==> src/design/ght_pkg.sv <==
`default_nettype none
package ght_pkg;

	localparam int SLOTS = 128;
	localparam int IDX_W = (SLOTS > 1) ? $clog2(SLOTS) : 1;

	localparam logic [14:0] SEQ_RESET = 15'h2000;

	localparam logic [1:0] CMD_ADD    = 2'd0;
	localparam logic [1:0] CMD_LOOKUP = 2'd1;
	localparam logic [1:0] CMD_DELETE = 2'd2;

	typedef enum logic [2:0] {
		ST_OK       = 3'd0,
		ST_DUP      = 3'd1,
		ST_FULL     = 3'd2,
		ST_NOTFOUND = 3'd3,
		ST_ZEROHOST = 3'd4
	} status_t;

	typedef struct packed {
		logic [1:0]  cmd;
		logic [31:0] host_id;
		logic [31:0] session_id;
		logic [31:0] handle;
	} req_t;

	typedef struct packed {
		logic [2:0]  status;
		logic [30:0] handle_out;
		logic [15:0] slot_out;
	} rsp_t;

	typedef struct packed {
		logic [31:0] host;
		logic [31:0] session;
		logic [30:0] handle;
	} entry_t;

	typedef struct packed {
		logic             we;
		logic             vset;
		logic             vclr;
		logic [IDX_W-1:0] addr;
		entry_t           data;
	} store_wr_t;

endpackage
`default_nettype wire

==> src/design/ght_seq.sv <==
`default_nettype none
module ght_seq (
	input  wire                      clk,
	input  wire                      arst_n,
	input  wire                      req_valid,
	input  ght_pkg::req_t            req,
	output logic                     req_stall,
	output logic [ght_pkg::IDX_W-1:0] rd_addr,
	input  ght_pkg::entry_t          rd_entry,
	input  wire                      rd_valid,
	output ght_pkg::store_wr_t       wr,
	output logic                     res_valid,
	output ght_pkg::rsp_t            res,
	input  wire                      res_ready
);
	import ght_pkg::*;

	typedef enum logic [5:0] {
		S_IDLE   = 6'b000001,
		S_SCAN   = 6'b000010,
		S_DRAIN  = 6'b000100,
		S_FINISH = 6'b001000,
		S_CHECK  = 6'b010000,
		S_RESP   = 6'b100000
	} state_t;

	state_t           state_q;
	logic [14:0]      seq_q;
	logic [IDX_W-1:0] cnt_q;
	logic             scan_vld_s1;
	logic             dup_q;
	logic             free_q;

	logic [1:0]       cmd_q;
	logic [31:0]      host_q;
	logic [31:0]      sess_q;
	logic [31:0]      hdl_q;
	logic [IDX_W-1:0] addr_s1;
	logic [IDX_W-1:0] free_idx_q;
	rsp_t             res_q;

	logic             accept;
	logic             in_range;
	logic             match;
	logic             add_ok;
	logic [30:0]      new_handle;

	assign accept     = req_valid && !req_stall;
	assign req_stall  = (state_q != S_IDLE);
	assign in_range   = {1'b0, req.handle[15:0]} < 17'(SLOTS);
	assign match      = rd_valid && !hdl_q[31] && (rd_entry.handle == hdl_q[30:0]);
	assign add_ok     = !dup_q && free_q;
	assign new_handle = {seq_q, 16'(free_idx_q)};

	always_comb begin
		rd_addr = cnt_q;
		if (state_q == S_IDLE) begin
			rd_addr = req.handle[IDX_W-1:0];
		end
	end

	always_comb begin
		wr = '0;
		if (state_q == S_FINISH && add_ok) begin
			wr.we   = 1'b1;
			wr.vset = 1'b1;
			wr.addr = free_idx_q;
			wr.data = '{host: host_q, session: sess_q, handle: new_handle};
		end else if (state_q == S_CHECK && match && cmd_q == CMD_DELETE) begin
			wr.vclr = 1'b1;
			wr.addr = hdl_q[IDX_W-1:0];
		end
	end

	// control state
	always_ff @(posedge clk or negedge arst_n) begin
		if (!arst_n) begin
			state_q     <= S_IDLE;
			seq_q       <= SEQ_RESET;
			cnt_q       <= '0;
			scan_vld_s1 <= 1'b0;
			dup_q       <= 1'b0;
			free_q      <= 1'b0;
		end else begin
			if (scan_vld_s1) begin
				if (!rd_valid) begin
					free_q <= 1'b1;
				end else if (rd_entry.host == host_q && rd_entry.session == sess_q) begin
					dup_q <= 1'b1;
				end
			end
			unique case (state_q)
				S_IDLE: begin
					if (accept) begin
						cnt_q       <= '0;
						scan_vld_s1 <= 1'b0;
						dup_q       <= 1'b0;
						free_q      <= 1'b0;
						priority if (req.cmd == CMD_ADD && req.host_id != '0) begin
							state_q <= S_SCAN;
						end else if ((req.cmd == CMD_LOOKUP || req.cmd == CMD_DELETE)
							&& in_range) begin
							state_q <= S_CHECK;
						end else begin
							state_q <= S_RESP;
						end
					end
				end
				S_SCAN: begin
					scan_vld_s1 <= 1'b1;
					cnt_q       <= cnt_q + 1'b1;
					if (cnt_q == IDX_W'(SLOTS - 1)) begin
						state_q <= S_DRAIN;
					end
				end
				S_DRAIN: begin
					scan_vld_s1 <= 1'b0;
					state_q     <= S_FINISH;
				end
				S_FINISH: begin
					if (add_ok) begin
						seq_q <= seq_q + 1'b1;
					end
					state_q <= S_RESP;
				end
				S_CHECK: begin
					state_q <= S_RESP;
				end
				S_RESP: begin
					if (res_ready) begin
						state_q <= S_IDLE;
					end
				end
				default: begin
					state_q <= S_IDLE;
				end
			endcase
		end
	end

	// item payload and result
	always_ff @(posedge clk) begin
		addr_s1 <= cnt_q;
		if (scan_vld_s1 && !rd_valid) begin
			free_idx_q <= addr_s1;
		end
		if (accept) begin
			cmd_q  <= req.cmd;
			host_q <= req.host_id;
			sess_q <= req.session_id;
			hdl_q  <= req.handle;
			if (req.cmd == CMD_ADD && req.host_id == '0) begin
				res_q <= '{status: ST_ZEROHOST, handle_out: '0, slot_out: '0};
			end else begin
				res_q <= '{status: ST_NOTFOUND, handle_out: '0, slot_out: '0};
			end
		end
		if (state_q == S_FINISH) begin
			priority if (dup_q) begin
				res_q <= '{status: ST_DUP, handle_out: '0, slot_out: '0};
			end else if (!free_q) begin
				res_q <= '{status: ST_FULL, handle_out: '0, slot_out: '0};
			end else begin
				res_q <= '{status: ST_OK, handle_out: new_handle,
					slot_out: 16'(free_idx_q)};
			end
		end
		if (state_q == S_CHECK) begin
			if (match) begin
				res_q <= '{status: ST_OK, handle_out: hdl_q[30:0],
					slot_out: 16'(hdl_q[IDX_W-1:0])};
			end else begin
				res_q <= '{status: ST_NOTFOUND, handle_out: '0, slot_out: '0};
			end
		end
	end

	assign res_valid = (state_q == S_RESP);
	assign res       = res_q;

endmodule
`default_nettype wire

==> config.mk <==
export PLATFORM = sky130hd
export DESIGN_NAME = ght_seq
export DESIGN_NICKNAME = d
export VERILOG_FILES = /design/src/design/ght_pkg.sv /design/src/design/ght_seq.sv
export SDC_FILE = /design/constraint.sdc
export NUM_CORES = 1
export LEC_CHECK = 0
export BUFFER_PORTS_ARGS = -buffer_cell sky130_fd_sc_hd__buf_2
export CAP_MARGIN = 20
export CORE_AREA = 4 4 137 139
export DETAILED_ROUTE_END_ITERATION = 6
export DIE_AREA = 0 0 141 143
export GPL_TIMING_DRIVEN = 0
export PLACE_DENSITY = 0.82
export SLEW_MARGIN = 5
export SYNTH_ARGS = -nofsm -noshare
export SYNTH_HDL_FRONTEND = slang
export SYNTH_SLANG_ARGS = --single-unit
==> constraint.sdc <==
create_clock -name clk -period 12.2 [get_ports clk]
set_clock_uncertainty 0.15 [all_clocks]
set_input_delay 1.22 -clock clk [delete_from_list [all_inputs] [get_ports clk]]
set_output_delay 1.22 -clock clk [all_outputs]
set_load 0.01 [all_outputs]
Yosys cells after proc, flatten, opt, wreduce, memory -nomap -nowiden
Index checks and enable logic that the tools add are counted.

Eq/ne operators: 17. $lt $le $gt $ge: 1. Mux-type cells: 32. Add/subtract/negate cells: 2. Reduce and logical (&&, ||, !) cells: 28.

Operators by type and width (count): $mux W50 (4); $mux W49 (3); $mux W95 (1); $eq A32 B32 Y1 (2); $logic_not A32 Y1 (1); $reduce_bool A32 Y1 (1); $eq A31 B31 Y1 (1); $mux W6 (5); $pmux W6 S5 (1); $mux W7 (3); $lt A16 B8 Y1 const B (1); $add A15 B1 Y15 const B (1); $pmux W7 S2 (1); $logic_and A1 B1 Y1 (12); $mux W1 (11); $mux W8 (1); $add A7 B1 Y7 const B (1); $eq A7 B7 Y1 const B (1); $eq A6 B1 Y1 const B (1); $eq A6 B2 Y1 const B (1); $eq A6 B3 Y1 const B (1); $eq A6 B4 Y1 const B (1); $eq A6 B5 Y1 const B (1); $eq A6 B6 Y1 const B (1); other kinds (15) (23).

Logic and storage cells: 95. Input port bits: 198. Register bits: 193.

Depth between registers and ports, before layout
Gate-level depths: netlist of the first run.

Depth after elaboration: 7. Mapped depth: 6.

Least setup slack after synthesis of the first run
No wires, ideal clock.

Path type: input port to flip-flop. Start: input port req_valid. End: register cnt_q[6]. Cell stages on the path: 5. Library setup time: 0.130 ns. Data arrival time: 3.997 ns. Setup slack: 7.922 ns. Path through: nand4b_1 inv_1 nor2_1 o21ai_0 o21ai_0.

Longest elaborated chain between the ends: 3.

Ends and longest elaborated chain: start: declaration (line ght_seq.sv:5) `input wire req_valid,`; $logic_and A1 B1 Y1 (line ght_seq.sv:48) `assign accept = req_valid && !req_stall;`; named net accept (line ght_seq.sv:42) `logic accept;`; $ne A2 B2 Y1 (no line); $reduce_and A2 Y1 (no line); end signal: assignment (line ght_seq.sv:111) `cnt_q <= cnt_q + 1'b1;`; end: declaration (line ght_seq.sv:29) `logic [IDX_W-1:0] cnt_q;`.

The timed path passes the listed nets, and every way through them passes these cells. A chain may end at the register's enable or synchronous reset.

==> results of run 1 <==
-- power breakdown --
group / switching, mW / leakage [nW] / total [mW] / internal, mW
Combinational: 0.204 / 3.10 / 0.338 / 0.134
Clock: 0.248 / 0.308 / 0.584 / 0.336
Sequential: 0.0684 / 1.76 / 0.867 / 0.798
-- cell type report --
type                       count  area [µm²]  share of cell area, %
antenna                        1        2.50                 0.0228
buffer                        41         256                   2.34
clock buffer                  18         439                   4.01
clock inverter                14         189                   1.72
inverter                      24        92.6                  0.845
multi-input combinational    422        2820                   25.8
sequential                   177        5090                   46.5
tap                          229         287                   2.62
timing repair buffer         345        1770                   16.2
-- registers in the layout, summed over array words and instances, names as in the netlist --
register	flops
cnt_q	7
dup_q	1
host_q	32
sess_q	32
hdl_q	32
free_q	1
cmd_q	2
res	34
addr_s1	7
scan_vld_s1	1
free_idx_q	7
state_q	6
seq_q	15
-- cell usage after synthesis, drive strengths merged (2+ instances only) --
library cell	number	area (µm²)
nor4	29	181
edfxtp	139	4170
and3	2	12.5
nand4	15	93.8
or2	2	15.0
a2111oi	4	35.0
buf	29	210
a31o	7	61.3
a31oi	2	12.5
nand4b	3	26.3
dfrtp	29	726
nor3	4	20.0
xor2	59	517
a21o	22	165
o21ai	8	40.0
o22ai	6	37.5
a21oi	4	20.0
ha	3	37.5
or4	4	37.5
dfstp	2	52.6
inv	24	90.1
nor2	16	65.1
dfxtp	7	140
nor2b	15	93.8
and2	96	601
nand3	8	40.0
nand3b	4	30.0
nor3b	4	30.0
xnor2	31	272
clkbuf	12	46.3
a2111o	2	22.5
o2bb2ai	3	26.3
nand2	39	146
-- metal layers --
| metal | share of wire (%) | GRT usage [%] |
|---|---|---|
| met1 | 35 | 27.5 |
| met2 | 53 | 45.7 |
| met3 | 8.6 | 7.20 |
| met4 | 3.5 | 10.7 |
| met5 | 0.046 | 0 |
-- worst paths after layout --
check                                    start                 endpoint  slack [ns]
min                         addr_s1[6]$_DFF_P_  free_idx_q[6]$_DFFE_PP_        0.25
max reg2reg                hdl_q[21]$_DFFE_PP_        res[38]$_DFFE_PP_        8.99
max in group asynchronous               arst_n  scan_vld_s1$_DFFE_PN0P_       10.69
min reg2reg                 addr_s1[6]$_DFF_P_  free_idx_q[6]$_DFFE_PP_        0.25
min in group asynchronous               arst_n     seq_q[3]$_DFFE_PN0P_        0.71
max                               rd_entry[21]                  wr[102]        7.00
-- through the flow --
stage               area, µm²  util (%)  setup slack (ns)  power (mW)
floorplan                8260         -              7.92        1.05
global placement        10300      58.1              6.68        1.20
detailed placement      10300      58.5              7.11        1.22
CTS                     11000      62.0              6.99        1.80
global route            11000      62.0              6.89        1.86
finish                  11000      62.0              7.00        1.79
-- logic make-up (layout without fill, tap and decap cells) --
| kind of cell | count (synthesis) | after routing |
|---|---|---|
| adder cells (fa/ha/maj) | 3 | 3 |
| buffers and inverters | 65 | 442 |
| AO/OA/AOI/OAI | 64 | 64 |
| other | 1 | 19 |
| AND/OR/NAND/NOR | 246 | 246 |
| multiplexers | 1 | 1 |
| flip-flops | 177 | 177 |
| XOR/XNOR | 90 | 90 |
-- critical path, delay by kind of cell --
family,cells,cell delay (ns)
and+or+nand+nor,4,1.80
buffers and inverters,3,0.65
xor gates and xnor gates,1,0.15
==> flow_summary.rst, run 1 <==
.. list-table::
   :header-rows: 1

   * - Metric
     - Value
   * - Number of detailed-route iterations in the first pass
     - 5
   * - Overall die height
     - 143 µm
   * - Global-route wire length before repair
     - 37.8 mm
   * - Crit. End Element
     - output port
   * - Top achievable clock speed
     - 192 MHz
   * - Growth of design area from synthesis to finish
     - 33.6%
   * - Leading cell types in the layout, fill and taps excluded
     - 346 x sky130_fd_sc_hd__buf_2, 139 x sky130_fd_sc_hd__edfxtp_1, 96 x sky130_fd_sc_hd__and2_1
   * - Synthesized area
     - 8200 µm²
   * - CTS hold repair buffers
     - 0
   * - Normalized max-slew margin
     - 40.6%
   * - Slew at the pin closest to its max-slew limit
     - 0.890 ns
   * - Maximum fanout count along the critical path
     - 10
   * - WL per Instance
     - 20.5 µm
   * - Number of different library cells in the post-synthesis netlist
     - 51
   * - Share of layout cells above drive strength 1
     - 40.9%
   * - Initial antenna violation count
     - 1
   * - Initial drt markers
     - 304
   * - Avg Synthesized Cell Area
     - 12.7 µm²
   * - Combinational family with the most area after synthesis
     - simple AND/OR/NAND/NOR gates
   * - Initial Utilization
     - 46.4%
   * - CTS HTree Levels
     - 4
   * - Die extent in x
     - 141 µm
   * - CORE AREA
     - 17,700 µm²
   * - Placed wire-length estimate after detailed placement
     - 21.1 mm
   * - Synthesized netlist cell count
     - 647
   * - Total instance count after detailed placement
     - 1,238
   * - Slew Limit Fails
     - 0
   * - Number of instances resized during post-cts repair
     - 0
   * - Portion of netlist area occupied by mux cells
     - 0.137%
   * - Synth warn
     - 0
   * - Placer Congestion
     - 0.878
   * - Max-cap violation count
     - 0
   * - Clock latency of the later-clocked register in the worst-skew pair
     - 0.42 ns
   * - Clock slew at reported path FFs
     - 0.07 ns
   * - Final Instance Count excl. Fillers
     - 1,271
   * - Post-layout minimum cycle time
     - 5.20 ns
   * - Routed wire length
     - 26.1 mm
   * - Startpoint-to-endpoint class of the critical path
     - input port to output port
   * - Post-detailed-route DRC marker count
     - 0
   * - Worst Hold Class
     - flop to flop
   * - Number of fill cells
     - 1,451
   * - Number of buffers inserted by port buffering
     - 343
   * - Clk sinks
     - 177
   * - TritonCTS clock tree
     - built
   * - Fin nets
     - 1,229
   * - Status
     - finished, final reports clean
   * - Post-synthesis async set-or-reset flop share
     - 17.5%
   * - Final count of hold timing violations
     - 0
   * - Root Buffer
     - sky130_fd_sc_hd__clkbuf_16
   * - Via-per-instance ratio
     - 5.15
   * - Required arrival time at the worst endpoint
     - 10.83 ns
   * - Setup repair after global routing missed its margin
     - false
   * - Flip-flop cell with the highest count after synthesis
     - sky130_fd_sc_hd__edfxtp_1
   * - Maximum number of buffers from clock root to sink
     - 2
   * - Worst reg2reg path depth
     - 6
   * - Post-synthesis adder-cell area fraction
     - 0.458%
   * - Number of I/O pins
     - 362
   * - Post-synthesis compound-gate area fraction
     - 5.75%
   * - Launching element type of the critical path
     - input port
   * - Number of buffers added by the clock tree synthesis step
     - 17
   * - Sum of negative setup slack
     - 0 ns
   * - Overall fraction of global-route tracks in use
     - 25.1%
   * - Number of cells traversed by the worst hold path
     - 0
   * - Total Die Area
     - 20,200 µm²
   * - Max incr delay on CP
     - 0.72 ns
   * - Portion of the post-synthesis area used by sequential elements
     - 62.1%
   * - Maximum ir drop on the vdd rail
     - 0.000103 V
   * - Power per standard cell area
     - 163 nW/µm²
   * - Most common library cell in the layout ignoring fill and taps
     - sky130_fd_sc_hd__buf_2
   * - Number of flops mapped to enable cells by yosys
     - 139
   * - Final number of setup-violating endpoints
     - 0
   * - Hold slack
     - 0.253 ns
   * - Endpoint arrival time on the critical path
     - 3.83 ns
   * - Simple-gate share of the synthesized area
     - 17.7%
   * - Pin count of the biggest net entering global routing
     - 59
   * - Post-synthesis share of cell area spent on xor and xnor gates
     - 9.61%
   * - Lkg Pwr
     - 5.18 nW
   * - Cell Rows
     - 49
   * - Period utilization
     - 42.6%
   * - Routed Antenna Nets
     - 0
   * - Remaining Overflow, GRT
     - 0
   * - Via count of the first global-routing pass
     - 6,665
   * - Via count
     - 6,552
   * - CP max stage cell
     - sky130_fd_sc_hd__nor4_1
   * - Sequence of cells on the critical path
     - buf_2 -> xor2_1 -> nor4_1 -> nand4_1 -> nor4_1 -> clkbuf_1 -> and2_1 -> buf_2
   * - Flop and latch count out of synthesis
     - 177
   * - Post-CTS Setup Bufs
     - 0
Note: power is estimated with default switching activity, not from simulation.
==> inputs of run 2 (changes only) <==
--- a/config.mk
+++ b/config.mk
@@ -5,13 +5,15 @@
 export SDC_FILE = /design/constraint.sdc
 export NUM_CORES = 1
 export LEC_CHECK = 0
+export ABC_AREA = 1
 export BUFFER_PORTS_ARGS = -buffer_cell sky130_fd_sc_hd__buf_2
 export CAP_MARGIN = 20
-export CORE_AREA = 4 4 137 139
+export CORE_ASPECT_RATIO = 1.5
+export CORE_MARGIN = 4
+export CORE_UTILIZATION = 49
 export DETAILED_ROUTE_END_ITERATION = 6
-export DIE_AREA = 0 0 141 143
 export GPL_TIMING_DRIVEN = 0
-export PLACE_DENSITY = 0.82
+export PLACE_DENSITY = 0.84
 export SLEW_MARGIN = 5
 export SYNTH_ARGS = -nofsm -noshare
 export SYNTH_HDL_FRONTEND = slang
==> constraint.sdc (replaced) <==
create_clock -name clk -period 5.2 [get_ports clk]
set_clock_uncertainty 0.15 [all_clocks]
set_input_delay 0.52 -clock clk [delete_from_list [all_inputs] [get_ports clk]]
set_output_delay 0.52 -clock clk [all_outputs]
set_load 0.01 [all_outputs]
==> run 2 against run 1 <==
Net effect:
- utilization increased by 3.2 points
- first-iteration DRC count increased by 74%
- sequential share of layout area decreased by 3.0 points
- final cell count increased by 28%
- via count increased by 24%
- synthesized area increased by 9.3%
- power increased by 140%
- die area increased by 2.0%
- count of clock-buffer cells in the layout decreased by 1
- clock power increased by 130%
- synthesized cell count increased by 56%
- critical endpoint unchanged
- largest cell class unchanged
==> flow_summary.rst, run 2 <==
.. list-table::
   :header-rows: 1

   * - Metric
     - Value
   * - Synth warn
     - 0 (unchanged)
   * - Post-detailed-route DRC marker count
     - 0 (unchanged)
   * - Top cell family by delay on the critical path
     - simple AND/OR/NAND/NOR gates (unchanged)
   * - Reg2Reg Setup Slack
     - 2.59 ns (was 8.99 ns)
   * - Top achievable clock speed
     - 330 MHz
   * - Post-layout minimum cycle time
     - 3.03 ns
   * - Via-per-instance ratio
     - 4.99 (was 5.15)
   * - Synthesized area
     - 8960 µm² (was 8200 µm²)
   * - Pin count of the biggest net entering global routing
     - 67 (was 59)
   * - Top-area cell type share of the netlist area
     - 46.6% (was 50.9%)
   * - Number of flops mapped to enable cells by yosys
     - 139 (unchanged)
   * - Number of detailed-route iterations in the first pass
     - 5 (unchanged)
   * - CTS HTree Levels
     - 4 (unchanged)
   * - Total Die Area
     - 20,600 µm² (was 20,200 µm²)
   * - WL per Instance
     - 17.9 µm (was 20.5 µm)
   * - Endpoint arrival time on the critical path
     - 2.36 ns (was 3.83 ns)
   * - Status
     - finished, final reports clean (unchanged)
   * - Growth of design area from synthesis to finish
     - 30.6% (was 33.6%)
   * - Number of buffers inserted by port buffering
     - 343 (unchanged)
   * - Die extent in x
     - 118 µm (was 141 µm)
   * - Crit. End Element
     - output port (unchanged)
   * - Initial antenna violation count
     - 3 (was 1)
   * - Maximum ir drop on the vdd rail
     - 0.000266 V (was 0.000103 V)
   * - Cell Rows
     - 60 (was 49)
   * - Minimum setup slack in the final design
     - 2.17 ns (was 7.00 ns)
   * - Required arrival time at the worst endpoint
     - 4.53 ns (was 10.83 ns)
   * - Via count of the first global-routing pass
     - 8,101 (was 6,665)
   * - CORE AREA
     - 17,900 µm² (was 17,700 µm²)
   * - Max-cap violation count
     - 0 (unchanged)
   * - Clock latency of the later-clocked register in the worst-skew pair
     - 0.43 ns (was 0.42 ns)
   * - Initial drt markers
     - 529 (was 304)
   * - Fin nets
     - 1,593 (was 1,229)
   * - Slew Limit Fails
     - 0 (unchanged)
   * - Most common library cell in the layout ignoring fill and taps
     - sky130_fd_sc_hd__buf_2 (unchanged)
   * - Via count
     - 8,102 (was 6,552)
   * - Slew at the pin closest to its max-slew limit
     - 1.07 ns (was 0.890 ns)
   * - Maximum fanout count along the critical path
     - 10 (unchanged)
   * - Leading cell types in the layout, fill and taps excluded
     - 345 x sky130_fd_sc_hd__buf_2, 232 x sky130_fd_sc_hd__nand2_1, 184 x sky130_fd_sc_hd__inv_1 (was 346 x sky130_fd_sc_hd__buf_2, 139 x sky130_fd_sc_hd__edfxtp_1, 96 x sky130_fd_sc_hd__and2_1)
   * - Post-CTS Setup Bufs
     - 0 (unchanged)
   * - Portion of the post-synthesis area used by sequential elements
     - 56.8% (was 62.1%)
   * - Cell with the most instances after synthesis
     - sky130_fd_sc_hd__nand2_1 (was sky130_fd_sc_hd__edfxtp_1)
   * - Global-route wire length before repair
     - 43.2 mm (was 37.8 mm)
   * - Hold slack
     - 0.105 ns (was 0.253 ns)
   * - Final Instance Count excl. Fillers
     - 1,625 (was 1,271)
   * - Routed Antenna Nets
     - 0 (unchanged)
   * - Period utilization
     - 58.3%
   * - Most frequent cells after synthesis
     - 233 x sky130_fd_sc_hd__nand2_1, 185 x sky130_fd_sc_hd__inv_1, 179 x sky130_fd_sc_hd__nor2_1 (was 139 x sky130_fd_sc_hd__edfxtp_1, 96 x sky130_fd_sc_hd__and2_1, 59 x sky130_fd_sc_hd__xor2_1)
   * - Power per standard cell area
     - 362 nW/µm² (was 163 nW/µm²)
   * - Flip-flop cell with the highest count after synthesis
     - sky130_fd_sc_hd__edfxtp_1 (unchanged)
   * - Library cell occupying the most area in the post-synthesis netlist
     - sky130_fd_sc_hd__edfxtp_1 (unchanged)
   * - Clock slew at reported path FFs
     - 0.09 ns (was 0.07 ns)
   * - Final count of hold timing violations
     - 0 (unchanged)
   * - Number of buffers added by the clock tree synthesis step
     - 17 (unchanged)
   * - Final number of setup-violating endpoints
     - 0 (unchanged)
   * - Cells taking the most area after synthesis
     - sky130_fd_sc_hd__edfxtp_1 47%, sky130_fd_sc_hd__nand2_1 9.8%, sky130_fd_sc_hd__dfrtp_1 8.1% (was sky130_fd_sc_hd__edfxtp_1 51%, sky130_fd_sc_hd__dfrtp_1 8.9%, sky130_fd_sc_hd__and2_1 7.3%)
   * - Setup repair after global routing missed its margin
     - false (unchanged)
   * - Worst Path Buf+Inv
     - 2 (was 3)
   * - Max incr delay on CP
     - 0.42 ns (was 0.72 ns)
   * - Post-synthesis async set-or-reset flop share
     - 17.5% (unchanged)
   * - Overall fraction of global-route tracks in use
     - 27.7% (was 25.1%)
   * - Share of layout cells above drive strength 1
     - 32.8% (was 40.9%)
   * - Worst Hold Class
     - input port to flop (was flop to flop)
   * - Number of I/O pins
     - 362 (unchanged)
   * - CP max stage cell
     - sky130_fd_sc_hd__dfrtp_1 (was sky130_fd_sc_hd__nor4_1)
   * - Clk sinks
     - 177 (unchanged)
   * - Cell seen most often among critical-path stages
     - sky130_fd_sc_hd__buf_2
   * - Avg Synthesized Cell Area
     - 8.86 µm² (was 12.7 µm²)
   * - Remaining Overflow, GRT
     - 0 (unchanged)
   * - Number of different library cells in the post-synthesis netlist
     - 37 (was 51)
   * - Flop and latch count out of synthesis
     - 177 (unchanged)
   * - Placed wire-length estimate after detailed placement
     - 23.7 mm (was 21.1 mm)
   * - Routed wire length
     - 29.0 mm (was 26.1 mm)
   * - Pre-CTS setup slack
     - 2.52 ns (was 7.11 ns)
   * - Total instance count after detailed placement
     - 1,589 (was 1,238)
   * - Startpoint-to-endpoint class of the critical path
     - flop to output port (was input port to output port)
   * - Initial Utilization
     - 49.9% (was 46.4%)
   * - Placer Congestion
     - 0.892 (was 0.878)
   * - Sum of negative setup slack
     - 0 ns (unchanged)
   * - Max FFs per register
     - 34 (unchanged)
   * - Synthesized netlist cell count
     - 1,011 (was 647)
   * - Maximum number of buffers from clock root to sink
     - 2 (unchanged)
   * - Sequence of cells on the critical path
     - nor2_2 -> nand2_2 -> nor3_4 -> nand3_2 -> nor2_4 -> nand2_4 -> buf_2 -> nor2_1 -> buf_2 (was buf_2 -> xor2_1 -> nor4_1 -> nand4_1 -> nor4_1 -> clkbuf_1 -> and2_1 -> buf_2)
   * - Launching element type of the critical path
     - flop (was input port)
   * - Root Buffer
     - sky130_fd_sc_hd__clkbuf_16 (unchanged)
   * - Lkg Pwr
     - 6.06 nW (was 5.18 nW)
   * - Overall die height
     - 174 µm (was 143 µm)
   * - TritonCTS clock tree
     - built (unchanged)
   * - Normalized max-slew margin
     - 28.2% (was 40.6%)
run 2: area by class of cell:
class	count	area (µm²)
diodes	3	7.51
clock buffers	17	425
multi-input cells	621	2890
well taps	217	272
clock inverters	15	211
flip-flops and latches	177	5090
fillers	1479	6240
inverters	190	716
plain buffers	40	333
repair buffers	345	1750
run 2: kinds of logic after synthesis:
family          count (synthesis)  share of synthesized area, %
other cells                     1                        0.0418
flops                         177                          56.8
xor+xnor                       34                          3.32
compound gates                 78                          4.75
fa+ha+maj                       3                         0.419
simple gates                  488                          23.0
buf+inv                       230                          11.7
run 2: repair_timing:
| action | CTS | global route |
|---|---|---|
| hold buffers | 1 | 0 |
| resized for setup | 0 | 0 |
| endpoints found under the hold margin | 2 | 0 |
run 2: layer usage:
metal	track usage, %	share of wire [%]	up-vias
met1	27.9	33	3692
met5	0	0	-
li1	-	-	3877
met3	6.11	8.4	85
met4	13.8	4.9	0
met2	52.8	54	448
run 2: final timing paths:
| kind | cells after the start | to | start |
|---|---|---|---|
| setup / recovery | 9 | wr[102] | state_q[3]$_DFFE_PN0P_ |
| hold reg to reg | 0 | addr_s1[5]$_DFF_P_ | cnt_q[5]$_DFFE_PN0P_ |
| max in group asynchronous | 2 | seq_q[14]$_DFFE_PN0P_ | arst_n |
| hold / removal | 1 | hdl_q[25]$_DFFE_PP_ | req[25] |
| setup reg to reg | 6 | host_q[0]$_DFFE_PP_ | state_q[5]$_DFFE_PN0P_ |
| min in group asynchronous | 2 | state_q[4]$_DFFE_PN0P_ | arst_n |
run 2: stage by stage:
| stage | cell area [µm²] | power [mW] | utilization [%] |
|---|---|---|---|
| 2_1_floorplan | 9020 | 2.53 | - |
| 3_3_place_gp | 11000 | 2.90 | 61.4 |
| 3_5_place_dp | 11000 | 2.92 | 61.6 |
| 4_1_cts | 11700 | 4.25 | 65.2 |
| 5_1_grt | 11700 | 4.44 | 65.2 |
| 6_report | 11700 | 4.23 | 65.2 |
run 2: where the power goes:
group,leakage (nW),switching (mW),internal [mW]
Combinational,3.98,0.607,0.304
Clock,0.308,0.662,0.673
Sequential,1.78,0.130,1.86
